<file path="config.mk">
export PLATFORM = sky130hd
export DESIGN_NAME = url_percent_decoder
export DESIGN_NICKNAME = d
export VERILOG_FILES = /design/src/rtl/upd_pkg.sv /design/src/rtl/url_percent_decoder.sv /design/src/rtl/upd_front.sv /design/src/rtl/upd_queue.sv /design/src/rtl/upd_back.sv
export SDC_FILE = /design/constraint.sdc
export NUM_CORES = 1
export LEC_CHECK = 0
export BUFFER_PORTS_ARGS = -buffer_cell sky130_fd_sc_hd__buf_2
export CAP_MARGIN = 15
export CORE_MARGIN = 1
export CORE_UTILIZATION = 46
export DETAILED_ROUTE_END_ITERATION = 8
export GPL_TIMING_DRIVEN = 0
export MAX_ROUTING_LAYER = met4
export SETUP_SLACK_MARGIN = 0.3
export SYNTH_ARGS = -nofsm -noshare
export SYNTH_HDL_FRONTEND = slang
export SYNTH_HIERARCHICAL = 1
export SYNTH_SLANG_ARGS = --single-unit
export TNS_END_PERCENT = 20
</file>
<file path="constraint.sdc">
create_clock -name clk -period 14.08 [get_ports clk]
set_input_delay 1.408 -clock clk [delete_from_list [all_inputs] [get_ports clk]]
set_output_delay 1.408 -clock clk [all_outputs]
set_load 0.02 [all_outputs]
</file>
<file path="src/rtl/upd_pkg.sv">
`default_nettype none

package upd_pkg;

  localparam logic [7:0] PCT_CHAR  = 8'h25;
  localparam logic [7:0] NOT_HEX   = 8'hFF;
  localparam int         NIBBLE_SH = 4;

  localparam int RUN_MAX     = 3;
  localparam int QUEUE_DEPTH = 4;
  localparam int QPTR_W      = $clog2(QUEUE_DEPTH);
  localparam int QFILL_W     = $clog2(QUEUE_DEPTH + 1);

  // one run of decoded bytes caused by a single input item
  typedef struct packed {
    logic [RUN_MAX-1:0][7:0] bytes;
    logic [1:0]              cnt;
    logic                    last;
  } job_t;

endpackage

`default_nettype wire

</file>
<file path="src/rtl/url_percent_decoder.sv">
// URL percent decoder, one encoded byte per input item.
// Input channel: in_valid / in_stall with in_byte and in_last (last byte of
// the string). Output channel: out_valid / out_stall with out_byte, run_end
// (last result of one input item) and string_end (last result of a string).
// The front end tracks a held '%' and hex digit and turns each input item
// into a run of 0 to 3 output bytes, pushed into a 4-entry queue. The back
// end drains the queue one byte per cycle, while the output is not stalled,
// into a registered output stage. An accepted item's run is written into the
// queue, and its first byte then moves into the output stage. Throughput: one
// input item per cycle while runs are one byte long and the output is not
// stalled; the back end emits longer runs from flushes and broken escapes
// byte by byte, and the queue absorbs them.
// in_stall rises only when the queue is full. When out_stall is high the
// output holds its item and the queue fills behind it.
// Reset (rst, synchronous, active high) drops anything held or queued and
// clears the escape state.
`default_nettype none

module url_percent_decoder
  import upd_pkg::*;
(
  input  wire logic       clk,
  input  wire logic       rst,
  input  wire logic       in_valid,
  output logic            in_stall,
  input  wire logic [7:0] in_byte,
  input  wire logic       in_last,
  output logic            out_valid,
  input  wire logic       out_stall,
  output logic [7:0]      out_byte,
  output logic            run_end,
  output logic            string_end
);

  logic push;
  logic pop;
  logic q_full;
  logic q_empty;
  job_t wr_job;
  job_t head;

  upd_front u_front (
    .clk      (clk),
    .rst      (rst),
    .in_valid (in_valid),
    .q_full   (q_full),
    .in_stall (in_stall),
    .in_byte  (in_byte),
    .in_last  (in_last),
    .push     (push),
    .job      (wr_job)
  );

  upd_queue u_queue (
    .clk    (clk),
    .rst    (rst),
    .push   (push),
    .wr_job (wr_job),
    .pop    (pop),
    .full   (q_full),
    .empty  (q_empty),
    .head   (head)
  );

  upd_back u_back (
    .clk        (clk),
    .rst        (rst),
    .q_empty    (q_empty),
    .head       (head),
    .pop        (pop),
    .out_valid  (out_valid),
    .out_stall  (out_stall),
    .out_byte   (out_byte),
    .run_end    (run_end),
    .string_end (string_end)
  );

endmodule

`default_nettype wire

</file>
<file path="src/rtl/upd_front.sv">
`default_nettype none

module upd_front
  import upd_pkg::*;
(
  input  wire logic       clk,
  input  wire logic       rst,
  input  wire logic       in_valid,
  input  wire logic       q_full,
  output logic            in_stall,
  input  wire logic [7:0] in_byte,
  input  wire logic       in_last,
  output logic            push,
  output job_t            job
);

  logic [1:0] held_count;
  logic [7:0] held_digit;
  logic [1:0] held_count_next;
  logic [7:0] held_digit_next;

  logic [RUN_MAX-1:0][7:0] nb;
  logic [1:0]              n;
  logic                    plain;
  logic [7:0]              lo;
  logic [7:0]              hi;
  logic                    accept;

  function automatic logic [7:0] hex_val(input logic [7:0] c);
    logic [7:0] v;
    if (c >= 8'h30 && c <= 8'h39) begin
      v = c - 8'h30;
    end else if (c >= 8'h41 && c <= 8'h46) begin
      v = c - 8'h41 + 8'd10;
    end else if (c >= 8'h61 && c <= 8'h66) begin
      v = c - 8'h61 + 8'd10;
    end else begin
      v = NOT_HEX;
    end
    return v;
  endfunction

  always_comb begin
    nb              = '0;
    n               = 2'd0;
    plain           = 1'b0;
    held_count_next = 2'd0;
    held_digit_next = held_digit;
    lo              = hex_val(in_byte);
    hi              = hex_val(held_digit);
    unique case (held_count)
      2'd1: begin
        if (lo != NOT_HEX) begin
          held_count_next = 2'd2;
          held_digit_next = in_byte;
        end else begin
          nb[n] = PCT_CHAR;
          n     = n + 2'd1;
          plain = 1'b1;
        end
      end
      2'd2: begin
        if (lo != NOT_HEX) begin
          nb[n] = {hi[3:0], lo[3:0]};
          n     = n + 2'd1;
        end else begin
          nb[n] = PCT_CHAR;
          n     = n + 2'd1;
          nb[n] = held_digit;
          n     = n + 2'd1;
          plain = 1'b1;
        end
      end
      default: begin
        plain = 1'b1;
      end
    endcase
    if (plain) begin
      if (in_byte == PCT_CHAR) begin
        held_count_next = 2'd1;
      end else begin
        nb[n] = in_byte;
        n     = n + 2'd1;
      end
    end
    if (in_last) begin
      if (held_count_next != 2'd0) begin
        nb[n] = PCT_CHAR;
        n     = n + 2'd1;
      end
      if (held_count_next == 2'd2) begin
        nb[n] = held_digit_next;
        n     = n + 2'd1;
      end
      held_count_next = 2'd0;
      held_digit_next = 8'd0;
    end
  end

  assign in_stall  = q_full;
  assign accept    = in_valid && !q_full;
  assign push      = accept && (n != 2'd0);
  assign job.bytes = nb;
  assign job.cnt   = n;
  assign job.last  = in_last;

  always_ff @(posedge clk) begin
    if (rst) begin
      held_count <= 2'd0;
      held_digit <= 8'd0;
    end else if (accept) begin
      held_count <= held_count_next;
      held_digit <= held_digit_next;
    end
  end

endmodule

`default_nettype wire

</file>
<file path="src/rtl/upd_queue.sv">
`default_nettype none

module upd_queue
  import upd_pkg::*;
(
  input  wire logic clk,
  input  wire logic rst,
  input  wire logic push,
  input  wire job_t wr_job,
  input  wire logic pop,
  output logic      full,
  output logic      empty,
  output job_t      head
);

  job_t               entries [QUEUE_DEPTH];
  logic [QPTR_W-1:0]  wr_ptr;
  logic [QPTR_W-1:0]  rd_ptr;
  logic [QFILL_W-1:0] fill;

  assign full  = (fill == QFILL_W'(QUEUE_DEPTH));
  assign empty = (fill == '0);
  assign head  = entries[rd_ptr];

  always_ff @(posedge clk) begin
    if (push) begin
      entries[wr_ptr] <= wr_job;
    end
  end

  always_ff @(posedge clk) begin
    if (rst) begin
      wr_ptr <= '0;
      rd_ptr <= '0;
      fill   <= '0;
    end else begin
      if (push) begin
        wr_ptr <= wr_ptr + 1'b1;
      end
      if (pop) begin
        rd_ptr <= rd_ptr + 1'b1;
      end
      if (push && !pop) begin
        fill <= fill + 1'b1;
      end else if (pop && !push) begin
        fill <= fill - 1'b1;
      end
    end
  end

endmodule

`default_nettype wire

</file>
<file path="src/rtl/upd_back.sv">
`default_nettype none

module upd_back
  import upd_pkg::*;
(
  input  wire logic       clk,
  input  wire logic       rst,
  input  wire logic       q_empty,
  input  wire job_t       head,
  output logic            pop,
  output logic            out_valid,
  input  wire logic       out_stall,
  output logic [7:0]      out_byte,
  output logic            run_end,
  output logic            string_end
);

  logic [1:0] idx;
  logic       emit;
  logic       final_byte;

  assign emit       = !q_empty && (!out_valid || !out_stall);
  assign final_byte = (idx == head.cnt - 2'd1);
  assign pop        = emit && final_byte;

  always_ff @(posedge clk) begin
    if (rst) begin
      idx       <= 2'd0;
      out_valid <= 1'b0;
    end else begin
      if (pop) begin
        idx <= 2'd0;
      end else if (emit) begin
        idx <= idx + 2'd1;
      end
      if (emit) begin
        out_valid <= 1'b1;
      end else if (!out_stall) begin
        out_valid <= 1'b0;
      end
    end
  end

  always_ff @(posedge clk) begin
    if (emit) begin
      out_byte   <= head.bytes[idx];
      run_end    <= final_byte;
      string_end <= final_byte && head.last;
    end
  end

endmodule

`default_nettype wire

</file>
Yosys cells after proc, flatten, opt, wreduce, memory -nomap -nowiden
Memory sizes are Yosys's and may differ from the RTL's. A register that Yosys moved wholly into a read port is not among the register bits.
Index checks and enable logic that the tools add are counted.
{"block": "totals", "ramBits": 108, "wordCells": 143, "n_memories": 1, "input_bits": 13, "regBits": 30, "out_inout_bits": 12}
{"name": "u_queue.entries", "depth": 4, "width": 27, "rd": 1, "rd_clocked_by_memory_dff": 1, "wr": 1, "line_no": "upd_queue.sv:16", "rtl": "job_t entries [QUEUE_DEPTH];"}
{"block": "op_classes", "muxes": 54, "add_sub_neg": 19, "reduce_logical": 29, "order_cmp": 19, "n_bitwise": 3, "eq_ne": 8}
{"operator": "$mux 24", "n": 6}
{"operator": "$mux 8", "n": 13}
{"operator": "$bwmux 24", "n": 2}
{"operator": "$demux 8 s2", "n": 3}
{"operator": "$ge 8x7->1 const B", "n": 4}
{"operator": "$le 8x7->1 const B", "n": 4}
{"operator": "$mux 2", "n": 14}
{"operator": "$add 8x4->8 const B", "n": 2}
{"operator": "$bmux 8 s2", "n": 1}
{"operator": "$ge 8x6->1 const B", "n": 2}
{"operator": "$le 8x6->1 const B", "n": 2}
{"operator": "$logic_and 1x1->1", "n": 16}
{"operator": "$pmux 8 s2", "n": 1}
{"operator": "$sub 8x7->8 const B", "n": 2}
{"operator": "$and 15x15->15", "n": 1}
{"operator": "$not 15->15", "n": 1}
{"operator": "$add 2x1->2 const B", "n": 6}
{"operator": "$lt 2x3->1 const B", "n": 4}
{"operator": "$mux 4", "n": 3}
{"operator": "$sub 4x1->4 const B", "n": 3}
{"operator": "$or 9x9->9", "n": 1}
{"operator": "$add 4x4->4 const B", "n": 2}
{"operator": "$eq 8x6->1 const B", "n": 1}
{"operator": "$ne 8x8->1 const B", "n": 1}
{"operator": "19 further kinds", "n": 37}

Logic depth before layout (Yosys ltp)
Gate-level depths: netlist (run 1).
{"block": "logic_depth", "ltp_word": 23, "mapped_depth": 30, "ltp_nobuf": 27}

Hierarchy
Netlist (run 1), hierarchy kept.
{"module": "upd_queue", "area_per_inst_um2": 4372.9, "cells_each": 185, "seq_area_each_um2": 3423.3, "instances": 1}
{"module": "upd_front", "area_per_inst_um2": 2016.9, "cells_each": 278, "seq_area_each_um2": 200.2, "instances": 1}
{"module": "upd_back", "area_per_inst_um2": 648.1, "cells_each": 62, "seq_area_each_um2": 360.3, "instances": 1}

Least setup slack after synthesis (run 1)
OpenSTA, ideal clock, no wires.
{"block": "synth_path", "path_kind": "input -> register", "from": "input in_byte[1]", "to": "register u_queue.fill[2]", "setup_slack_ns": 6.798, "required_ns": 14.010, "stages": 30, "arrival_time_ns": 7.212, "path_buffers": 3, "setup_time_ns": 0.070, "path_cell_list": "clkbuf_1 inv_1 ha_1 or4b_4 o21a_1 a211o_1 a22o_1 nand4b_4 a21oi_2 buf_4 buf_6 nand3_1 ha_1 nand2_1 o21ai_1 inv_1 ha_1 nand2_1 nand3_1 ha_1 nor3_1 mux2i_1 a2bb2oi_1 o21a_1 ha_1 inv_1 fa_1 xor2_1 or3_1 a21oi_1"}
{"item": "from (decl)", "line_no": "url_percent_decoder.sv:26", "rtl": "input wire logic [7:0] in_byte,"}
{"item": "to (signal assigned)", "line_no": "upd_queue.sv:44", "rtl": "fill <= fill + 1'b1;"}
{"item": "to (signal assigned)", "line_no": "upd_queue.sv:46", "rtl": "fill <= fill - 1'b1;"}
{"item": "to (decl)", "line_no": "upd_queue.sv:19", "rtl": "logic [QFILL_W-1:0] fill;"}

==> metrics, run 1 <==
Peak VDD IR 0.0841 mV; leakage 0.00291 uW; postcts setup bufs 0; FFs w/ async S/R, synth 0; worst skew pair latency 0.41 ns; Sink Count 140; r2r setup slk 8.65 ns; fmax 0.121 GHz; Worst path most repeated cell ha_1; area of the multi-input gates 2740 um2; sequential area share after synthesis 0.566; R2R depth 21; TritonCTS clock tree done; critical path class input port to register; startpoint types input port; hold worst-path end u_back/out_valid; post-route minimum period 8.25 ns; Slowest Stage Delay on Critical Path 0.49 ns; Core Rows 44; Hold Buf Count CTS 0; Relative slew margins 0.471; # diodes 0; H-tree levels 4; maximum clock path buffer count 2; Hold WC Path Type register to register; IO Count 25; count of state elements after synthesis 140; die area 15800 um2; RSZ-0062 raised after global routing false; setup_tns 0 ns; Synth cell types 68; NumNets Final 610; Worst Path Required 14.41 ns; reg2reg end u_queue/fill[2]; die width 126 um; Worst Path Arrival 8.58 ns; Reg area 3980 um2; Root Buffer clkbuf_16; Worst Setup End Kind register; Vias 4496; Post-Syn Area per Cell 13.4 um2; hold wc startpoint u_back/out_valid; core area 14800 um2; WHS Path Cells 2; largest net degree at the start of global routing 28; first-pass iteration count of the detailed router 5; Final Hold Vio Count 0; average wire per standard cell 20.6 um; P per Cell Area 153 nW/um2; top_reg_cell synth edfxtp_1; Max Clock Skew 0.00922 ns; layout cell share with drive strength beyond 1 0.193; Final Cycle Share 0.586; FILL cells 1249; number of global-route vias before repair 4527; Final GP Congestion 0.922; starting density of the core 0.477; Hold Slack 0.474 ns; # DRC 0; # setup viols final 0; Max-Cap Viols 0; pre-CTS setup slack 5.45 ns; Post-synth EDFFs 118; Synth Net Count 567; All-Layer GR Usage 0.218; maximum fanout along the worst path 10; CTS Buf Count 17; Slowest-stage cell, CP o31ai_1; status finished, final reports clean; synth warn 6; Reg-to-Reg Start u_front/held_count[0]; Syn Inst Count 525; Overflow after GRT 0; Synth-to-Final Area Change 12.9%; Die Ht 126 um; fin. max-slew vios 0; # port buffers 23; CTS resizes 0; Post-DRT Antenna Nets 0; dpl hpwl 11.0 mm; drt via density 5.88; first-pass GRT wire length 25.0 mm; Post-Syn Area 7040 um2; setup ws final 5.83 ns; worst slew pin tran 0.794 ns; Initial DRC Count 380; overall routed net length 15.7 mm; initial antenna violation count 0; clock slew at reported path FFs 0.06 ns
[routing by layer]
metal,track usage,share of wire
met1,0.282,0.45
met2,0.353,0.48
met3,0.0297,0.042
met4,0.0818,0.020
met5,-,0
[cell families (layout without fill, tap and decap cells)]
family	count (synthesis)	in the layout	synth area share
AOI/OAI and AO/OA	115	115	0.118
xor gates and xnor gates	9	9	0.0112
and+or+nand+nor	128	128	0.0971
DFF	140	140	0.566
adders and majority gates	29	29	0.0526
buffers and inverters	63	119	0.0452
muxes	41	41	0.110
[synth_stat cells, types with 6 or more instances]
master | n | area share
edfxtp_1 | 118 | 0.50
nand3_1 | 9 | 0.0064
a22o_1 | 14 | 0.017
nand2b_1 | 6 | 0.0053
mux4_2 | 20 | 0.064
o21ai_0 | 17 | 0.012
dfxtp_1 | 22 | 0.063
nand4_1 | 8 | 0.0071
inv_1 | 34 | 0.018
mux2i_1 | 13 | 0.018
nor2_1 | 27 | 0.014
a21o_1 | 6 | 0.0064
nand2_1 | 33 | 0.018
ha_1 | 28 | 0.050
a21oi_1 | 13 | 0.0092
buf_2 | 6 | 0.0043
mux4_1 | 7 | 0.026
clkbuf_1 | 13 | 0.0069
o21ai_1 | 12 | 0.0085
and2_1 | 13 | 0.012
[metrics by stage]
stage	instances	total power (uW)	utilization	cell area, um2
6_report	765	1210	0.538	7940
4_1_cts	765	1230	0.538	7940
3_3_place_gp	732	810	0.500	7380
3_5_place_dp	733	819	0.501	7390
5_1_grt	765	1270	0.538	7940
2_1_floorplan	525	738	-	7040
[critical path: cells and delay by family]
kind | cells | cell delay (ns)
compound gates | 9 | 2.56
xor+xnor | 1 | 0.16
fa+ha+maj | 6 | 1.87
buf+inv | 7 | 1.39
mux | 1 | 0.09
simple gates | 7 | 1.09
[sequential cells by signal, indices dropped and copies added (netlist names), 2 cells and up, named ones only]
signal              count
u_queue/entries       108
u_back/out_byte         8
u_front/held_digit      8
u_queue/fill            3
u_back/idx              2
u_front/held_count      2
u_queue/rd_ptr          2
u_queue/wr_ptr          2
[how the worst max path moves through the flow]
stage	from	end	slack, ns	cells after the start
after detailed placement	in_byte[0]	u_queue/fill[2]	5.45	31
after CTS	in_byte[0]	u_queue/fill[2]	5.89	31
final	in_byte[0]	u_queue/fill[2]	5.83	31
after global placement	in_byte[1]	u_queue/entries[0][25]	5.20	26
after floorplan	in_byte[1]	u_queue/fill[2]	6.80	30
after global routing	in_byte[0]	u_queue/fill[2]	5.29	31
[layout make-up]
class	instances	area share
multi-input combinational	322	0.345
inverter	35	0.0165
timing repair buffer	24	0.0151
clock buffer	18	0.0553
buffer	28	0.0235
sequential	140	0.502
tap	184	0.0290
clock inverter	14	0.0139
[power by group]
group	switching (uW)	total [uW]	internal [uW]	leakage (uW)
Clock	175	408	233	0.000266
Combinational	163	275	112	0.00132
Sequential	16.8	532	515	0.00133
Total	355	1210	860	0.00291
[layout by cell type (no fill, tap or decap), types with 4 or more instances in the layout]
| cell type | count |
|---|---|
| o21ai_1 | 12 |
| dfxtp_1 | 22 |
| nand3_1 | 9 |
| and2_2 | 4 |
| nand2b_1 | 6 |
| nand4_1 | 8 |
| a32oi_1 | 4 |
| a22o_1 | 14 |
| a32o_1 | 4 |
| and2_1 | 9 |
| nand2_1 | 33 |
| nor3_1 | 5 |
| nor3b_1 | 5 |
| a31oi_1 | 4 |
| mux4_2 | 20 |
| xor2_1 | 5 |
| mux2i_1 | 13 |
| a21oi_1 | 13 |
| ha_1 | 28 |
| buf_2 | 30 |
| o21ai_0 | 17 |
| nor2_1 | 27 |
| or2_2 | 4 |
| edfxtp_1 | 118 |
| o31ai_1 | 4 |
| mux4_1 | 7 |
| inv_1 | 34 |
| xnor2_1 | 4 |
| clkbuf_16 | 17 |
| o21a_1 | 5 |
| buf_6 | 4 |
| a21o_1 | 6 |
| clkbuf_1 | 13 |
(Power assumes the default switching activity.)
==> run 2: changes to the inputs <==
==> constraint.sdc (replaced) <==
create_clock -name clk -period 7.7 [get_ports clk]
set_input_delay 0.77 -clock clk [delete_from_list [all_inputs] [get_ports clk]]
set_output_delay 0.77 -clock clk [all_outputs]
set_load 0.02 [all_outputs]
==> metrics, run 2 (same netlist as run 1, synthesis figures left out) <==
status finished, final reports clean; startpoint types input port; CTS Buf Count 17; drt via density 5.92; IO Count 25; busiest layer in global routing met2; TritonCTS clock tree done; Relative slew margins 0.467; Largest regs u_queue/entries x108, u_back/out_byte x8, u_front/held_digit x8; post-route minimum period 6.99 ns; Worst path most repeated cell ha_1; dpl hpwl 11.0 mm; Peak VDD IR 0.154 mV; number of global-route vias before repair 4527; r2r setup slk 2.58 ns; most frequent cells in the layout edfxtp_1 (118), inv_1 (33), nand2_1 (33); hold worst-path end u_back/out_valid; critical path class input port to register; Final Cycle Share 0.908; die width 126 um; starting density of the core 0.477; All-Layer GR Usage 0.218; overall routed net length 15.8 mm; Reg-to-Reg Start u_front/held_count[0]; Max-Cap Viols 0; reg2reg end u_queue/fill[2]; Initial DRC Count 411; H-tree levels 4; fmax 0.143 GHz; # DRC 0; P per Cell Area 279 nW/um2; Post-DRT Antenna Nets 0; average wire per standard cell 20.6 um; Die Ht 126 um; Root Buffer clkbuf_16; largest net degree at the start of global routing 28; Overflow after GRT 0; worst skew pair latency 0.41 ns; RSZ-0062 raised after global routing false; met1 Usage GRT 0.282; leakage 0.00294 uW; maximum clock path buffer count 2; # port buffers 23; Util after Layout 0.541; maximum fanout along the worst path 10; Worst Path Arrival 7.32 ns; layout cell share with drive strength beyond 1 0.211; Slowest Stage Delay on Critical Path 0.50 ns; met2 Use GR 0.353; Max Clock Skew 0.00918 ns; NumNets Final 612; clock slew at reported path FFs 0.06 ns; Final Hold Vio Count 0; Most flops, register u_queue/entries; Hold Slack 0.474 ns; Hold Buf Count CTS 0; # setup viols final 0; Final GP Congestion 0.922; Sink Count 140; fin. max-slew vios 0; first-pass iteration count of the detailed router 5; Vias 4543; R2R depth 21; Hold WC Path Type register to register; Worst Setup End Kind register; GR Layer Usage met3 0.0297; max FFs per register 108; first-pass GRT wire length 25.0 mm; # diodes 0; die area 15800 um2; initial antenna violation count 0; commonest non-fill, non-tap cell in the layout edfxtp_1; Slowest-stage cell, CP or4b_4; core area 14800 um2; Worst Path Required 8.03 ns; WHS Path Cells 2; hold wc startpoint u_back/out_valid; Core Rows 44; Synth-to-Final Area Change 13.5%; worst slew pin tran 0.799 ns
-- run 2: cell types whose count changed in the layout (fill, tap and decap cells not counted), moves of 2 or more --
cell      previous run  this run
buf_4                3         5
clkbuf_1            13        11
clkbuf_2             0         2
o31ai_1              4         2
o31ai_2              0         2
-- run 2: what timing repair did --
item | 4_1_cts | 5_1_grt
gates cloned | 0 | 0
gates resized for setup | 2 | 7
pin swaps | 0 | 1
setup buffers | 0 | 2
setup endpoints to repair | 1 | 110
-- run 2: where the power goes --
part | internal (uW) | switching [uW]
combinational | 206 | 299
sequential | 942 | 30.9
clock | 426 | 321
-- run 2: layer usage --
layer / part of all wire / routed length (um)
met3: 0.037 / 582
met5: 0 / 0
met4: 0.017 / 264
met2: 0.49 / 7710
met1: 0.46 / 7250
-- run 2: worst max path at each step --
stage                             endpoint  depth (start not counted)        from  slack, ns
global placement    u_queue/entries[0][25]                         26  in_byte[1]      -0.54
detailed placement         u_queue/fill[2]                         31  in_byte[0]      -0.29
floorplan                  u_queue/fill[2]                         30  in_byte[1]       1.06
CTS                        u_queue/fill[2]                         31  in_byte[0]       0.33
finish                     u_queue/fill[2]                         31  in_byte[1]       0.71
global route               u_queue/fill[2]                         31  in_byte[1]       0.34
-- run 2: worst max-delay path, delay by kind of cell --
kind,cells,cell delay [ns]
AO/OA/AOI/OAI,8,1.84
XOR/XNOR,1,0.16
adder cells (fa/ha/maj),6,1.80
buffers and inverters,7,1.02
multiplexers,1,0.11
AND/OR/NAND/NOR,8,1.61
-- run 2: cell type report --
class | count | area (um2)
buffer | 28 | 189
inverter | 35 | 131
multi-input combinational | 322 | 2770
tap | 184 | 230
fill | 1244 | 6770
clock inverter | 14 | 110
sequential | 140 | 3980
clock buffer | 18 | 439
timing repair buffer | 26 | 135
-- run 2: through the flow --
step	power [uW]	TNS (ns)	cells	setup WS, ns	area [um2]
2_1_floorplan	1350	0	525	1.06	7040
3_3_place_gp	1480	-56.17	732	-0.542	7380
3_5_place_dp	1500	-4.67	733	-0.288	7390
4_1_cts	2240	0	765	0.331	7950
5_1_grt	2320	0	767	0.340	7990
6_report	2220	0	767	0.709	7990
